===== src/rtl/core/iirl_pkg.sv =====
// types and constants for the indexed insert/remove list
`timescale 1ns / 1ps

package iirl_pkg;

  localparam int DATA_W       = 64;
  localparam int POS_W        = 6;
  localparam int OP_W         = 3;
  localparam int CAPACITY_DEF = 32;

  typedef enum logic [OP_W-1:0] {
    OP_GET    = 3'd0,
    OP_SET    = 3'd1,
    OP_INSERT = 3'd2,
    OP_REMOVE = 3'd3,
    OP_PUSH   = 3'd4,
    OP_POP    = 3'd5,
    OP_BACK   = 3'd6
  } op_t;

  // op code with no operation behind it, always refused
  localparam logic [OP_W-1:0] OP_UNKNOWN = 3'd7;

  typedef enum logic [1:0] {
    CMD_HOLD,
    CMD_WRITE,
    CMD_SHIFT_UP,
    CMD_SHIFT_DOWN
  } cmd_kind_t;

  typedef struct packed {
    cmd_kind_t         kind;
    logic [DATA_W-1:0] word;
  } cell_cmd_t;

  typedef struct packed {
    logic [OP_W-1:0]   op;
    logic [POS_W-1:0]  position;
    logic [DATA_W-1:0] word_in;
  } req_t;

  typedef struct packed {
    logic [DATA_W-1:0] word_out;
    logic [POS_W-1:0]  length;
    logic              fault;
  } rsp_t;

endpackage


===== src/rtl/core/iirl_cell.sv =====
// one storage cell of the list, shifts with its neighbors on command
`timescale 1ns / 1ps

module iirl_cell import iirl_pkg::*; #(
  parameter int IW  = POS_W,
  parameter int IDX = 0
) (
  input  logic              clk,
  input  cell_cmd_t         cmd,
  input  logic [IW-1:0]     pos,
  input  logic [DATA_W-1:0] left,
  input  logic [DATA_W-1:0] right,
  output logic [DATA_W-1:0] word
);

  logic              hit;
  logic              above;
  logic [DATA_W-1:0] word_next;

  assign hit   = (pos == IW'(IDX));
  assign above = (IW'(IDX) > pos);

  always_comb begin
    word_next = word;
    unique case (cmd.kind)
      CMD_HOLD: begin
        word_next = word;
      end
      CMD_WRITE: begin
        if (hit) word_next = cmd.word;
      end
      CMD_SHIFT_UP: begin
        if (hit) begin
          word_next = cmd.word;
        end else if (above) begin
          word_next = left;
        end
      end
      CMD_SHIFT_DOWN: begin
        if (hit || above) word_next = right;
      end
    endcase
  end

  always_ff @(posedge clk) begin
    word <= word_next;
  end

endmodule


===== config.mk =====
export PLATFORM = sky130hd
export DESIGN_NAME = iirl_cell
export DESIGN_NICKNAME = d
export VERILOG_FILES = /design/src/rtl/core/iirl_pkg.sv /design/src/rtl/core/iirl_cell.sv
export SDC_FILE = /design/constraint.sdc
export NUM_CORES = 1
export LEC_CHECK = 0
export BUFFER_PORTS_ARGS = -buffer_cell sky130_fd_sc_hd__buf_2
export CAP_MARGIN = 20
export CORE_ASPECT_RATIO = 1.25
export CORE_UTILIZATION = 25
export DETAILED_ROUTE_END_ITERATION = 8
export PLACE_DENSITY = 0.59
export SLEW_MARGIN = 15
export SYNTH_ARGS = -nofsm -noshare
export SYNTH_HDL_FRONTEND = slang
export SYNTH_SLANG_ARGS = --single-unit

===== constraint.sdc =====
create_clock -name clk -period 8.3 [get_ports clk]
set_input_delay 1.66 -clock clk [delete_from_list [all_inputs] [get_ports clk]]
set_output_delay 1.66 -clock clk [all_outputs]
set_load 0.02 [all_outputs]

**Yosys cells after proc, flatten, opt, wreduce, memory -nomap -nowiden**

Cells that the tools add are included.

- Register bits: 64
- Bits of input ports: 201
- Word-level logic and storage cells: 18
- Output and inout bits: 64

- Bitwise operators: 1
- Magnitude comparators: 1
- Reductions and logical operators: 4
- Equal/unequal tests: 6
- Multiplexer cells: 5

Operators with widths:

| operator | count |
|---|---|
| $mux W64 | 4 |
| $pmux W64 S3 | 1 |
| $gt A1 B6 Y1 const A | 1 |
| $logic_not A6 Y1 | 1 |
| $eq A2 B2 Y1 const B | 2 |
| $ne A2 B2 Y1 const B | 2 |
| $reduce_and A4 Y1 | 1 |
| $ne A3 B3 Y1 const B | 1 |
| $eq A2 B1 Y1 const B | 1 |
| $logic_not A2 Y1 | 1 |
| $logic_or A1 B1 Y1 | 1 |
| $not A1 Y1 | 1 |

**Depth between registers and ports, before layout**

- Word-level depth: 4
- Mapped depth: 6
- Gate-level depth less buffers: 3

**Worst setup path before layout**

Ideal clock, no wire load.

- Kind: input to register
- From: in cmd[64] (netlist bit)
- To: reg word[0], enable pin
- Arrival time: 5.093 ns
- Library setup time: 0.486 ns
- Slack: 2.721 ns
- Buffers on the path: 3
- Stages on the path: 5
- Required time: 7.814 ns
- Path through: buf_2 > clkbuf_1 > buf_2 > nor2_1 > nor2_1

- Longest elaborated chain between the ends: 3
- Elaborated cells between the ends (all ways): 9
- Those cells by class: eq/ne (6); bitwise (1); reduce/logical (2)

Ends and longest elaborated chain:

| item | RTL line | RTL |
|---|---|---|
| from (decl) | iirl_cell.sv:9 | `input cell_cmd_t cmd,` |
| $eq A2 B2 Y1, or another cell as far along | iirl_cell.sv:25 | `unique case (cmd.kind)` |
| $ne A3 B3 Y1 (no line), or another cell as far along | - |  |
| $reduce_and A4 Y1 (no line) * | - |  |
| to (signal assigned) | iirl_cell.sv:46 | `word <= word_next;` |
| to (decl) | iirl_cell.sv:13 | `output logic [DATA_W-1:0] word` |

Every way passes the cells marked *; elsewhere a longest branch is shown, timed or not.
A chain may end at the register's enable or synchronous reset.

**Worst setup path after layout**

- From: in cmd[65] (netlist bit)
- To: reg word[58], data pin

- Longest elaborated chain between the ends: 2
- Elaborated cells between the ends (all ways): 4
- Those cells by class: eq/ne (3); mux (1)

Ends and longest elaborated chain:

| item | RTL line | RTL |
|---|---|---|
| $eq A2 B2 Y1 or $eq A2 B1 Y1 (tied branches) | iirl_cell.sv:25 |  |
| $pmux W64 S3 * | iirl_cell.sv:25 |  |
| named net word_next[58] | iirl_cell.sv:18 | `logic [DATA_W-1:0] word_next;` |

Mark *: on every way through the listed nets, which the timed path passes. The rest lies on a longest branch.

==> impl_metrics.toml <==
[status]
status = "complete, no violations"

[synthesis]
synthCells = 376
synthFlopType = "edfxtp_1"
synth_area_leader_cell = "edfxtp_1"
synth_most_common_cell = "nor2_1"
synth_area_leaders = "edfxtp_1, a2111oi_0, a221oi_2"
async_flop_share = 0
synth-edff-count = 64
yosysWarnings = 0
netlist_area_sq_um = 4040
synth_common_cells = "nor2_1, edfxtp_1, inv_1, a2111oi_0, a221oi_2"
synth_seq_cells = 64
syn_area_per_cell_sq_um = 10.7
mappedNetlistNets = 577
yosysSeqAreaShare = 0.476
ys_types = 17
netlist.area_leader.share = 0.476

[job]
maxCapViolCount = 0

[hold_path]
whs_path_depth = 3
min_path_type = "in2reg"
whs_endpoint = "word[41]$_DFFE_PP_"
min-delay-start = "cmd[41]"

[layout]
final_nets = 811
drive_gt1_frac = 0.523
fin_util = 0.364
multiInputGateArea_sq_um = 1640
area_growth_pct = 41.6
largest_reg_flops = 64
top_regs = "word x64"
largest_register = "word"
seqCellArea_sq_um = 1920
finalNonFillerCells = 827
fill_cells = 1663

[routing]
wire_per_inst_microns = 17.0
viasPerCell = 5.00
drc = 0
ant_nets = 0
drtIter0Drc = 133
route.vias.total = 4132
routed_wl_microns = 14100
dr.pass1.iters = 4

[clock_tree]
cts-hold-fix-buffers = 0
clock_sink_count = 64
cts_tree = "done"
cts_inserted_buffers = 9
ctsHtreeMaxLevel = 3
clk_path_buf_depth = 2
path_clk_slew_ns = 0.06
post_cts_buffers = 0
cts_resized = 0
clock_tree.root_cell = "clkbuf_16"

[sta]
rsz0062_at_grt = "false"
slew_violations = 0
setup_tns_ns = 0
hold_violations = 0
slew_headroom = 0.365
timing.hold.ws_ns = 1.70
setup_viol = 0
min_period_over_period = 0.485
fmax_ghz = 0.248
min_period_ns = 4.03
worst_slew_pin_slew_ns = 0.953

[critical_path]
critPathRequiredTime_ns = 8.32
start_kind = "input pin"
critPathArrivalTime_ns = 4.05
crit_family = "buffers and inverters"
critPathMaxStageDelay_ns = 0.77
path_cells = "buf_2 > clkinv_2 > buf_4 > a21o_4 > a221oi_1"
endpoint_kind = "flop"
crit_fanout = 65
critPathBufInv = 3
crit_type = "in2reg"
cp_slowest_cell = "a21o_4"

[floorplanning]
rows = 51
die_area_sq_um = 16700
core_sq_um = 15700
start_util = 0.257
die_h_microns = 144
ios = 265
die_w_microns = 116

[placed_design]
hpwl_microns = 10000
gp_congestion = 0.813
dpl.cell_count = 811
portBuffers = 264

[pwr]
total_power_uw = 877
p_per_area_nw_per_um2 = 153
vdd_drop_max_v = 0.0000738
p_leak_uw = 0.00250

[global_routing]
grtUsageTotal = 0.162
grt_pass1_vias = 4107
grt_pass1_wl_microns = 20600
antenna_found_initial = 2
grt_max_degree = 81
gr-total-overflow = 0
## stage by stage
step | setup WS, ns | cell area (sq um)
floorplan | 2.72 | 4040
global placement | 4.05 | 5440
detailed placement | 3.96 | 5440
CTS | 4.32 | 5720
global route | 4.13 | 5720
finish | 4.27 | 5720
## cell type report
cell class / count / share of cell area
Timing Repair Buffer: 269 / 0.238
Clock inverter: 4 / 0.00810
Multi-Input combinational cell: 201 / 0.287
Clock buffer: 11 / 0.0407
Tap cell: 212 / 0.0464
Sequential cell: 64 / 0.336
Antenna cell: 1 / 0.000438
Inverter: 65 / 0.0429
## cell families (layout without fill, tap and decap cells)
family | Yosys count | after routing | share of synthesized area
compound gates | 126 | 126 | 0.326
simple gates | 75 | 75 | 0.0756
flops | 64 | 64 | 0.476
other cells | 0 | 1 | 0
buf+inv | 111 | 349 | 0.123
## worst max-delay path by stage
| stage | from | to | slack (ns) | depth (start not counted) |
|---|---|---|---|---|
| after global placement | pos[5] | word[12]$_DFFE_PP_ | 4.05 | 6 |
| after global routing | cmd[65] | word[26]$_DFFE_PP_ | 4.13 | 5 |
| after detailed placement | cmd[65] | word[23]$_DFFE_PP_ | 3.96 | 5 |
| after CTS | cmd[65] | word[26]$_DFFE_PP_ | 4.32 | 5 |
| after floorplan | cmd[64] | word[0]$_DFFE_PP_ | 2.72 | 5 |
| final | cmd[65] | word[58]$_DFFE_PP_ | 4.27 | 5 |
## metal layers
layer	routed length, microns	global-route usage	up-vias
met5	0	0	-
met4	273	0.0634	0
met3	1080	0.0474	17
met2	7240	0.289	174
met1	5460	0.180	1985
li1	-	-	1956
## power by group
part           switching, uW  internal, uW
Clock                    136           229
Combinational           79.5          68.5
Sequential             0.789           363
## layout by cell type (no fill, tap or decap)
cell / instances
nor3_1: 1
clkinvlp_4: 1
buf_2: 263
nand2b_1: 1
bufinv_16: 1
clkbuf_1: 2
clkbuf_16: 9
buf_4: 6
nor2_4: 2
diode_2: 1
clkinv_1: 1
a2111oi_0: 61
nand2_1: 1
edfxtp_1: 64
a221oi_2: 34
nor4_4: 1
nand2_2: 1
inv_1: 64
a221oi_1: 30
nor2_1: 68
clkinv_2: 2
a21o_4: 1
(Power assumes the default switching activity.)
